[src/design/rff_pkg.sv]
`timescale 1ns / 1ps
`default_nettype none
// ----------------------------------------------------------------------------
// rff_pkg
// Shared constants, codes and types for the rectangle fill frame buffer.
// ----------------------------------------------------------------------------
package rff_pkg;

	localparam int FRAME_WIDTH  = 256;
	localparam int FRAME_HEIGHT = 256;

	localparam int DEPTH  = FRAME_WIDTH * FRAME_HEIGHT;
	localparam int ADDR_W = (DEPTH > 1) ? $clog2(DEPTH) : 1;
	localparam int COL_W  = $clog2(FRAME_WIDTH + 1);
	localparam int ROW_W  = $clog2(FRAME_HEIGHT + 1);
	localparam int DIM_W  = (COL_W > ROW_W) ? COL_W : ROW_W;
	// edge sums: 8-bit corner plus 9-bit size, and room for the frame size
	localparam int SUM_W  = (DIM_W > 10) ? DIM_W : 10;

	localparam int EXT_W = 9;
	localparam logic [EXT_W-1:0] EXTENT_MAX = 9'd511;

	localparam logic [23:0] WHITE = 24'hFFFFFF;

	localparam int Q_DEPTH = 4;
	localparam int Q_PTR_W = $clog2(Q_DEPTH);
	localparam int Q_CNT_W = $clog2(Q_DEPTH + 1);

	localparam logic [1:0] KIND_PAINT = 2'd0;
	localparam logic [1:0] KIND_READ  = 2'd1;
	localparam logic [1:0] KIND_CLEAR = 2'd2;

	typedef enum logic [2:0] {
		ST_INIT,
		ST_IDLE,
		ST_PAINT,
		ST_READ,
		ST_CLEAR,
		ST_FINISH
	} back_state_t;

	typedef struct packed {
		logic [1:0]        kind;
		logic [ADDR_W-1:0] addr0;
		logic [COL_W-1:0]  ncol;
		logic [ROW_W-1:0]  nrow;
		logic [23:0]       colour;
		logic              read_hit;
		logic              in_extent;
		logic              clipped;
		logic [EXT_W-1:0]  ext_w;
		logic [EXT_W-1:0]  ext_h;
	} cmd_t;

endpackage
`default_nettype wire

[src/design/rff_queue.sv]
`timescale 1ns / 1ps
`default_nettype none
// ----------------------------------------------------------------------------
// rff_queue
// Small command queue between the front end and the back end.
// ----------------------------------------------------------------------------
module rff_queue (
	input  wire logic              clk,
	input  wire logic              arst_n,
	input  wire logic              push,
	input  wire rff_pkg::cmd_t     push_data,
	output logic                   full,
	input  wire logic              pop,
	output rff_pkg::cmd_t          head,
	output logic                   empty
);
	import rff_pkg::*;

	cmd_t               entries_q [Q_DEPTH];
	logic [Q_PTR_W-1:0] wr_ptr_q, rd_ptr_q;
	logic [Q_CNT_W-1:0] count_q;
	logic               do_push, do_pop;

	assign full    = (count_q == Q_CNT_W'(Q_DEPTH));
	assign empty   = (count_q == '0);
	assign head    = entries_q[rd_ptr_q];
	assign do_push = push && !full;
	assign do_pop  = pop && !empty;

	always_ff @(posedge clk) begin
		if (do_push) entries_q[wr_ptr_q] <= push_data;
	end

	always_ff @(posedge clk or negedge arst_n) begin
		if (!arst_n) begin
			wr_ptr_q <= '0;
			rd_ptr_q <= '0;
			count_q  <= '0;
		end else begin
			if (do_push)
				wr_ptr_q <= (wr_ptr_q == Q_PTR_W'(Q_DEPTH - 1)) ? '0 : wr_ptr_q + 1'b1;
			if (do_pop)
				rd_ptr_q <= (rd_ptr_q == Q_PTR_W'(Q_DEPTH - 1)) ? '0 : rd_ptr_q + 1'b1;
			if (do_push && !do_pop)
				count_q <= count_q + 1'b1;
			else if (do_pop && !do_push)
				count_q <= count_q - 1'b1;
		end
	end

endmodule
`default_nettype wire

[config.mk]
export PLATFORM = sky130hd
export DESIGN_NAME = rff_queue
export DESIGN_NICKNAME = d
export VERILOG_FILES = /design/src/design/rff_pkg.sv /design/src/design/rff_queue.sv
export SDC_FILE = /design/constraint.sdc
export NUM_CORES = 1
export LEC_CHECK = 0
export ABC_AREA = 1
export BUFFER_PORTS_ARGS = -buffer_cell sky130_fd_sc_hd__buf_2
export CELL_PAD_IN_SITES_DETAIL_PLACEMENT = 1
export CELL_PAD_IN_SITES_GLOBAL_PLACEMENT = 2
export CORE_MARGIN = 5
export CORE_UTILIZATION = 37
export DETAILED_ROUTE_END_ITERATION = 12
export PLACE_DENSITY = 0.72
export SYNTH_ARGS = -nofsm -noshare
export SYNTH_HDL_FRONTEND = slang
export SYNTH_SLANG_ARGS = --single-unit
[constraint.sdc]
create_clock -name clk -period 4.3 [get_ports clk]
set_input_delay 0.86 -clock clk [delete_from_list [all_inputs] [get_ports clk]]
set_output_delay 0.86 -clock clk [all_outputs]
set_load 0.01 [all_outputs]
==> results.sh <==
export IMPL_status="finished clean"
export IMPL_peakVddDrop_v=0.000529
export IMPL_worst_pin_slew_ps=962
export IMPL_antenna_found_initial=4
export IMPL_synth_nets=1097
export IMPL_setup_viol=0
export IMPL_grt_pass1_vias=8606
export IMPL_fin_area_um2=16600
export IMPL_cts_tree="yes"
export IMPL_wl_per_cell_um=18.0
export IMPL_critPathMaxStageDelay_ps=740
export IMPL_crit_buf_inv=3
export IMPL_slowest_stage="dfrtp_4"
export IMPL_powerDensity_nw_per_um2=702
export IMPL_avgSynthCellArea_um2=14.2
export IMPL_path_clk_slew_ps=60
export IMPL_nNetsFinal=1267
export IMPL_io_pins=168
export IMPL_htreeDepth=2
export IMPL_yosysTopAreaCell="edfxtp_1"
export IMPL_slew_limit_headroom_pct=35.9
export IMPL_cts_buffers=37
export IMPL_ys_ff_latch=331
export IMPL_fin_hold_ws_ps=191
export IMPL_power_total_mw=11.7
export IMPL_die_height_um=206
export IMPL_cts_buffer_depth=3
export IMPL_fin_crit_ps=3450
export IMPL_cts_setup_buffers=0
export IMPL_cts_root_buffer="clkbuf_16"
export IMPL_r2r_slack_ps=1960
export IMPL_fin_worst_skew_ps=8.60
export IMPL_path_delay_family="buffers and inverters"
export IMPL_gp_congestion=0.714
export IMPL_arrival_ps=2590
export IMPL_die_w_um=206
export IMPL_vias_per_cell=4.65
export IMPL_cp_required_ps=3440
export IMPL_vias=7952
export IMPL_dp_hpwl_um=18800
export IMPL_p_leak_nw=6.61
export IMPL_end_kind="output pin"
export IMPL_slew_violations=0
export IMPL_yosysTopAreaCellShare_pct=68.3
export IMPL_area_growth_synth_to_final_pct=16.8
export IMPL_ys_types=20
export IMPL_grt_pass1_wl_um=48500
export IMPL_insertion_delay_ps=500
export IMPL_drt_iter0_markers=338
export IMPL_layout_drive_gt1_share_pct=36.0
export IMPL_die_area_um2=42500
export IMPL_cp_max_fo=40
export IMPL_gr_total_overflow=0
export IMPL_min_path_type="input port to asynchronous set/reset pin"
export IMPL_syn_inst=1005
export IMPL_route_detailed_drc=0
export IMPL_ys_seq_area_share_pct=69.6
export IMPL_antenna_left=0
export IMPL_core_region_area_um2=37800
export IMPL_antenna_cells=0
export IMPL_max_freq_mhz=290
export IMPL_dr_pass1_iters=4
export IMPL_ctsHoldBuffers=0
export IMPL_synth_area_leaders="edfxtp_1 (68%), o211ai_2 (11%), nand2_1 (5.2%)"
export IMPL_rsz0062_at_grt="false"
export IMPL_crit_type="register to output pin"
export IMPL_min_period_over_period_pct=80.3
export IMPL_std_cell_rows=71
export IMPL_port_buffers=167
export IMPL_syn_cell_area_um2=14200
export IMPL_grt_max_degree=82
export IMPL_routed_wl_um=30800
export IMPL_ys_warn_count=0
export IMPL_placed_area_um2=15500
export IMPL_cts_sinks=331
export IMPL_crit_path_start_kind="register"
export IMPL_crit_chain="inv_4, buf_4, o211ai_2, nand2_1, buf_2"
export IMPL_track_usage_pct=14.5
export IMPL_drv_cap=0
export IMPL_hold_violations=0
export IMPL_cts_resized=0
export IMPL_initial_core_util_pct=37.6
[where the power goes]
part	total, mW	switching (mW)	leakage [nW]	internal [mW]
Combinational	4.02	2.61	2.99	1.42
Sequential	4.58	0.335	3.05	4.24
Clock	3.06	1.20	0.575	1.86
[logic make-up (layout without fill, tap and decap cells)]
family,Yosys count,count (layout),synth area share (%)
DFF,331,331,69.6
and+or+nand+nor,272,272,8.30
buffers and inverters,231,425,8.37
AOI/OAI and AO/OA,163,163,13.0
adders and majority gates,7,7,0.668
xor gates and xnor gates,1,1,0.0615
[routing by layer]
layer  share of wire, %  global-route usage [%]
met5               0.13                       0
met4                2.0                    3.14
met3                5.1                    3.36
met2                 49                    24.6
met1                 44                    19.3
[worst register-to-register path: cells and delay by family, from the launching register on]
family | cells | cell delay (ps)
and+or+nand+nor | 3 | 660
buffers and inverters | 2 | 790
DFF | 1 | 430
[cells in the mapped netlist (all sizes together)]
library cell  instances
nand4                 1
edfxtp              324
o211ai              162
inv                 178
buf                  53
fa                    1
nor2                  6
o21ai                 1
xnor2                 1
dfrtp                 7
ha                    6
nand2               258
nand3                 7
[cells in the final DEF, fill, tap and decap left out]
master     instances
edfxtp_1         324
nand2_1          198
inv_1            172
buf_2            167
o211ai_2         127
nand2_2           60
clkbuf_16         37
o211ai_1          35
clkinv_1          11
buf_4              9
buf_12             8
nand3_1            7
ha_1               6
clkinv_2           6
inv_2              5
bufinv_16          5
dfrtp_1            5
nor2_4             4
clkbuf_1           3
nor2_1             2
dfrtp_4            2
inv_4              1
o21ai_1            1
xnor2_1            1
nand4_1            1
fa_1               1
clkinv_4           1
[registers in the layout, summed over array words and instances, names as in the netlist]
register and count:
count_q 3, entries_q 324, rd_ptr_q 2, wr_ptr_q 2
[metrics by stage]
stage | setup TNS, ps | util [%] | setup slack [ps] | instances
final | 0 | 43.9 | 847 | 1710
after global routing | 0 | 43.9 | 652 | 1710
after CTS | 0 | 43.9 | 751 | 1710
after detailed placement | 0 | 40.8 | 1310 | 1647
after global placement | 0 | 40.8 | 1320 | 1647
after floorplan | -200870 | - | -620 | 1005
[path summary, 6_finish.rpt]
path | start | end | cells past startpoint
min in group clk | count_q[2] | count_q[2] | 2
worst min-delay path | arst_n | rd_ptr_q[0] | 1
worst max-delay path | rd_ptr_q[1] | head[54] | 5
max in group asynchronous | arst_n | rd_ptr_q[1] | 1
worst max register to register | count_q[0] | entries_q[2][8] | 5
worst min register to register | count_q[2] | count_q[2] | 2
[layout make-up]
class                   count  area (µm²)
repair buffers            184        1060
clock buffers              40         937
inverters                 178         671
flip-flops and latches    331        9910
multi-input cells         443        3170
clock inverters            23         230
well taps                 511         639
fillers                  3946       21200
Power figures use the tool's default switching activity.
