**config.mk**
```make
export PLATFORM = sky130hd
export DESIGN_NAME = rff_front
export DESIGN_NICKNAME = d
export VERILOG_FILES = /design/src/design/rff_pkg.sv /design/src/design/rff_front.sv
export SDC_FILE = /design/constraint.sdc
export NUM_CORES = 1
export LEC_CHECK = 0
export ABC_AREA = 0
export BUFFER_PORTS_ARGS = -buffer_cell sky130_fd_sc_hd__buf_4
export CORE_UTILIZATION = 51
export CTS_CLUSTER_DIAMETER = 60
export DETAILED_ROUTE_END_ITERATION = 12
export PLACE_DENSITY = 0.79
export REMOVE_ABC_BUFFERS = 1
export SLEW_MARGIN = 20
export SYNTH_ARGS = -nofsm -noshare
export SYNTH_HDL_FRONTEND = slang
export SYNTH_SLANG_ARGS = --single-unit
```
**constraint.sdc**
```tcl
create_clock -name clk -period 7.6 [get_ports clk]
set_input_delay 1.52 -clock clk [delete_from_list [all_inputs] [get_ports clk]]
set_output_delay 1.52 -clock clk [all_outputs]
set_load 0.02 [all_outputs]
```
**src/design/rff_pkg.sv**
```systemverilog
`timescale 1ns / 1ps
`default_nettype none
// ----------------------------------------------------------------------------
// rff_pkg
// Shared constants, codes and types for the rectangle fill frame buffer.
// ----------------------------------------------------------------------------
package rff_pkg;

	localparam int FRAME_WIDTH  = 256;
	localparam int FRAME_HEIGHT = 256;

	localparam int DEPTH  = FRAME_WIDTH * FRAME_HEIGHT;
	localparam int ADDR_W = (DEPTH > 1) ? $clog2(DEPTH) : 1;
	localparam int COL_W  = $clog2(FRAME_WIDTH + 1);
	localparam int ROW_W  = $clog2(FRAME_HEIGHT + 1);
	localparam int DIM_W  = (COL_W > ROW_W) ? COL_W : ROW_W;
	// edge sums: 8-bit corner plus 9-bit size, and room for the frame size
	localparam int SUM_W  = (DIM_W > 10) ? DIM_W : 10;

	localparam int EXT_W = 9;
	localparam logic [EXT_W-1:0] EXTENT_MAX = 9'd511;

	localparam logic [23:0] WHITE = 24'hFFFFFF;

	localparam int Q_DEPTH = 4;
	localparam int Q_PTR_W = $clog2(Q_DEPTH);
	localparam int Q_CNT_W = $clog2(Q_DEPTH + 1);

	localparam logic [1:0] KIND_PAINT = 2'd0;
	localparam logic [1:0] KIND_READ  = 2'd1;
	localparam logic [1:0] KIND_CLEAR = 2'd2;

	typedef enum logic [2:0] {
		ST_INIT,
		ST_IDLE,
		ST_PAINT,
		ST_READ,
		ST_CLEAR,
		ST_FINISH
	} back_state_t;

	typedef struct packed {
		logic [1:0]        kind;
		logic [ADDR_W-1:0] addr0;
		logic [COL_W-1:0]  ncol;
		logic [ROW_W-1:0]  nrow;
		logic [23:0]       colour;
		logic              read_hit;
		logic              in_extent;
		logic              clipped;
		logic [EXT_W-1:0]  ext_w;
		logic [EXT_W-1:0]  ext_h;
	} cmd_t;

endpackage
`default_nettype wire

```
**src/design/rff_front.sv**
```systemverilog
`timescale 1ns / 1ps
`default_nettype none
// ----------------------------------------------------------------------------
// rff_front
// Accepts items, clips paint rectangles, keeps the image extent and builds
// one command per item for the back end.
// ----------------------------------------------------------------------------
module rff_front (
	input  wire logic              clk,
	input  wire logic              arst_n,
	input  wire logic              in_valid,
	output logic                   in_ready,
	input  wire logic [1:0]        kind,
	input  wire logic [7:0]        pos_x,
	input  wire logic [7:0]        pos_y,
	input  wire logic [8:0]        rect_width,
	input  wire logic [8:0]        rect_height,
	input  wire logic [7:0]        red,
	input  wire logic [7:0]        green,
	input  wire logic [7:0]        blue,
	input  wire logic              init_busy,
	input  wire logic              q_full,
	output logic                   q_push,
	output rff_pkg::cmd_t          q_data
);
	import rff_pkg::*;

	logic [EXT_W-1:0] ext_w_q, ext_h_q;
	logic [EXT_W-1:0] ext_w_nx, ext_h_nx;
	logic [SUM_W-1:0] x0, y0, right, bottom, xe, ye;
	logic [EXT_W-1:0] ew, eh;
	logic             clip, in_frame;
	logic [31:0]      lin;

	assign in_ready = !q_full && !init_busy;
	assign q_push   = in_valid && in_ready;

	always_comb begin
		x0     = SUM_W'(pos_x);
		y0     = SUM_W'(pos_y);
		right  = x0 + SUM_W'(rect_width);
		bottom = y0 + SUM_W'(rect_height);
		xe     = (right > SUM_W'(FRAME_WIDTH)) ? SUM_W'(FRAME_WIDTH) : right;
		ye     = (bottom > SUM_W'(FRAME_HEIGHT)) ? SUM_W'(FRAME_HEIGHT) : bottom;
		clip   = (right > SUM_W'(FRAME_WIDTH)) || (bottom > SUM_W'(FRAME_HEIGHT));
		ew     = (xe > SUM_W'(EXTENT_MAX)) ? EXTENT_MAX : xe[EXT_W-1:0];
		eh     = (ye > SUM_W'(EXTENT_MAX)) ? EXTENT_MAX : ye[EXT_W-1:0];
		in_frame = (x0 < SUM_W'(FRAME_WIDTH)) && (y0 < SUM_W'(FRAME_HEIGHT));
		lin    = 32'(pos_y) * 32'(FRAME_WIDTH) + 32'(pos_x);

		ext_w_nx = ext_w_q;
		ext_h_nx = ext_h_q;
		case (kind)
			KIND_PAINT: begin
				if (ew > ext_w_q) ext_w_nx = ew;
				if (eh > ext_h_q) ext_h_nx = eh;
			end
			KIND_CLEAR: begin
				ext_w_nx = '0;
				ext_h_nx = '0;
			end
			default: begin
			end
		endcase

		q_data          = '0;
		q_data.kind     = kind;
		q_data.addr0    = lin[ADDR_W-1:0];
		q_data.colour   = {red, green, blue};
		q_data.ext_w    = ext_w_nx;
		q_data.ext_h    = ext_h_nx;
		if (kind == KIND_PAINT) begin
			q_data.clipped = clip;
			q_data.ncol    = (xe > x0) ? COL_W'(xe - x0) : '0;
			q_data.nrow    = (ye > y0) ? ROW_W'(ye - y0) : '0;
		end
		if (kind == KIND_READ) begin
			q_data.read_hit  = in_frame;
			q_data.in_extent = (EXT_W'(pos_x) < ext_w_q) && (EXT_W'(pos_y) < ext_h_q);
		end
	end

	always_ff @(posedge clk or negedge arst_n) begin
		if (!arst_n) begin
			ext_w_q <= '0;
			ext_h_q <= '0;
		end else if (q_push) begin
			ext_w_q <= ext_w_nx;
			ext_h_q <= ext_h_nx;
		end
	end

endmodule
`default_nettype wire

```
==> impl_metrics.py <==
metrics = {
    "route": {
        "firstDrtPassIters": 5,
        "vias": 3902,
        "drtIter0Drc": 205,
        "drc": 0,
        "finalWirelength_mm": 11.1,
        "wire_per_inst_um": 16.9,
        "viasPerCell": 5.95,
        "antenna_left": 0,
    },
    "worst_setup_path": {
        "slowest_stage": "ha_2",
        "worst-path-max-fanout": 10,
        "required_ns": 6.08,
        "cp_num_buf_inv": 4,
        "cpPeakStageDelay_ns": 0.40,
        "crit_top_cell": "buf_4",
        "crit_chain": "buf_4 > ha_1 > fa_2 > a211o_2 > a211o_2 > a221oi_4 > a211o_4 > a21oi_1 > a21o_1 > buf_4 > and3_2 > ha_2 > and4_1 > nand3_1 > a311oi_2 > a2bb2oi_4 > buf_4 > nor2_1 > buf_4",
        "crit_type": "in -> out",
        "cp-end-kind": "primary output",
        "startpoint_type": "primary input",
        "cp_top_family": "compound AO/OA/AOI/OAI gates",
        "cp_data_arrival_time_ns": 5.91,
    },
    "final_layout": {
        "drive_gt1_share_pct": 27.1,
        "fin_cells": 656,
        "antennaDiodeCount": 0,
        "area_delta_synth_final_pct": 19.1,
        "fill_cells": 665,
        "nets": 689,
        "stdcell_area_um2": 4610,
    },
    "die": {
        "ioPinCount": 148,
        "die_w_um": 89.1,
        "start_util_pct": 53.0,
        "die-area_um2": 7930,
        "rows": 31,
        "core_um2": 7290,
        "die_h_um": 89.1,
    },
    "clocking": {
        "h-tree-depth": 1,
        "clk_latency_ns": 0.26,
        "holdBufCountCts": 0,
        "clock-sinks": 18,
        "cts_made_buffers": 3,
        "cts_root_buffer": "clkbuf_8",
        "cts_tree": "done",
        "cts_buffer_depth": 2,
        "clk_pin_slew_worst_paths_ns": 0.06,
    },
    "yosys": {
        "synth_xor_area_share_pct": 3.85,
        "synth-compound-area-share_pct": 29.4,
        "synth_top_family_by_area": "compound AO/OA/AOI/OAI gates",
        "synthAdderAreaFrac_pct": 22.1,
        "synth_area_um2": 3870,
        "ys_warn_count": 0,
        "synth_ff_type": "dfrtp_1",
        "yosys.area.top_type": "ha_1",
        "synth_top_area_share_pct": 20.1,
        "synth.distinct_cells": 60,
        "synth-seq-area-share_pct": 11.7,
        "synth_edf_count": 0,
        "netlist_instances": 492,
        "async_reset_ff_share_pct": 100,
        "synthSimpleGateAreaFrac_pct": 19.4,
        "yosys-top-cells-area": "ha_1 20%, dfrtp_1 12%, buf_4 8.2%",
        "synth-seq-cells": 18,
        "syn_area_per_cell_um2": 7.86,
        "synth_mux_area_share_pct": 0.259,
    },
    "timing": {
        "slew_violations": 0,
        "slew-limit-headroom_pct": 53.8,
        "tightest_slew_ns": 0.691,
        "period_share_pct": 97.8,
        "max_freq_mhz": 135,
        "finalHoldViolCount": 0,
        "setup_violations": 0,
        "skew_ns": 0.00787,
        "fin_ws_ns": 0.169,
        "finalCriticalPeriod_ns": 7.43,
    },
    "run": {
        "drv_cap": 0,
    },
    "power": {
        "p_total_w": 0.000746,
        "p_per_area_nw_per_um2": 162,
        "leakagePower_nw": 2.28,
        "ir_drop_uv": 156,
    },
    "grt": {
        "grt.overflow.total": 0,
        "grt_antenna_before_repair": 0,
        "grt_max_degree": 19,
        "grt_pass1_vias": 3702,
        "grt_util_all_layers_pct": 28.5,
        "grt_pass1_wl_mm": 17.6,
    },
    "placement": {
        "placed_area_um2": 4460,
        "dp_slack_ns": -0.0571,
        "portBuffers": 99,
        "dp_cells": 650,
        "gp_congestion": 0.959,
        "hpwl_mm": 9.23,
    },
    "outcome": {
        "outcome": "complete, no violations",
    },
    "worst_hold_path": {
        "hold_path.class": "reg -> reg",
    },
}
[layout make-up]
type                    instances  area [µm²]  area share [%]
multi-input cells             379        2970            64.6
repair buffers                111         833            18.1
flip-flops and latches         18         450            9.78
inverters                      45         169            3.67
well taps                      99         124            2.69
clock buffers                   4        55.1            1.20
[final timing paths]
kind	from	to	slack [ns]	depth (start not counted)
min in group asynchronous	arst_n	ext_w_q[3]	1.12	1
min reg2reg	ext_h_q[1]	ext_h_q[1]	0.54	1
max	pos_x[0]	q_data[57]	0.17	19
max in group asynchronous	arst_n	ext_h_q[3]	6.27	1
max reg2reg	ext_h_q[1]	ext_h_q[0]	4.81	12
min	ext_h_q[1]	ext_h_q[1]	0.54	1
[timing repair]
item	in CTS	in global routing
cloned	0	0
endpoints found under the setup margin	11	25
resized for setup	2	17
setup buffers	1	1
pin swaps	1	5
[registers in the layout (all words and copies together) (netlist names)]
name and flops:
ext_h_q 9, ext_w_q 9
[cell usage in the layout (no fill, tap or decap), drive strengths merged, types with 4 or more instances in the layout]
cell type / synthesis / routed
ha: 62 / 62
a21oi: 25 / 25
buf: 45 / 111
a211oi: 7 / 7
nor3: 11 / 11
a21o: 17 / 17
and3: 7 / 7
nor2: 54 / 54
xor2: 5 / 5
nor2b: 13 / 13
nand2b: 7 / 7
nand2: 18 / 18
o21ai: 25 / 25
and2: 9 / 9
o21bai: 5 / 5
o21a: 9 / 9
clkbuf: 5 / 4
dfrtp: 18 / 18
nand4: 8 / 8
fa: 4 / 4
nand3: 7 / 7
or2: 5 / 5
xnor2: 12 / 12
inv: 45 / 45
a211o: 5 / 5
a22o: 30 / 30
[routing by layer]
| metal | wire length (µm) | vias to the layer above | GRT usage (%) |
|---|---|---|---|
| met4 | 232 | 0 | 7.22 |
| met1 | 4890 | 1836 | 36.7 |
| li1 | - | 1872 | - |
| met2 | 5150 | 170 | 47.7 |
| met3 | 820 | 24 | 7.39 |
| met5 | 0 | - | 0 |
[metrics by stage]
step | setup TNS [ns] | util [%] | hold slack, ns
floorplan | 0 | - | 0.489
global placement | 0 | 61.2 | 0.514
detailed placement | -0.0942 | 61.2 | 0.519
CTS | 0 | 62.1 | 0.535
global route | -0.00876 | 63.2 | 0.561
finish | 0 | 63.2 | 0.541
[power by group]
group | switching (W) | total (W) | internal [W]
registers | 0.0000145 | 0.000125 | 0.000111
clock network | 0.0000336 | 0.0000797 | 0.0000461
logic | 0.000302 | 0.000541 | 0.000239
total | 0.000351 | 0.000746 | 0.000396
[cell usage after synthesis, types with 2 or more instances]
cell type	instances
nor2_1	54
xnor2_1	12
clkbuf_1	5
a32o_1	3
a21o_1	17
a21oi_1	25
buf_4	42
and2_1	8
nor3_1	11
fa_1	4
o21ai_0	21
a211o_1	2
a221o_1	2
a211oi_2	2
or2_2	4
ha_1	62
o211ai_1	2
nand4_1	8
a211o_2	2
a211oi_1	5
buf_1	3
nand2b_1	7
o21bai_1	5
nand2_1	18
xor2_1	5
inv_1	45
a22o_1	30
nand3_1	7
nand4b_1	2
a31o_2	2
nor2b_1	13
a31oi_1	2
and3_1	5
dfrtp_1	18
o21a_1	9
o21ai_1	3
and3_2	2
or3_1	3
[logic make-up (layout without fill, tap and decap cells)]
logic type,Yosys count,count (layout)
adders and majority gates,66,66
buffers and inverters,95,160
xor gates and xnor gates,17,17
DFF,18,18
and+or+nand+nor,149,149
muxes,1,1
AOI/OAI and AO/OA,146,146
Power figures use the tool's default switching activity.
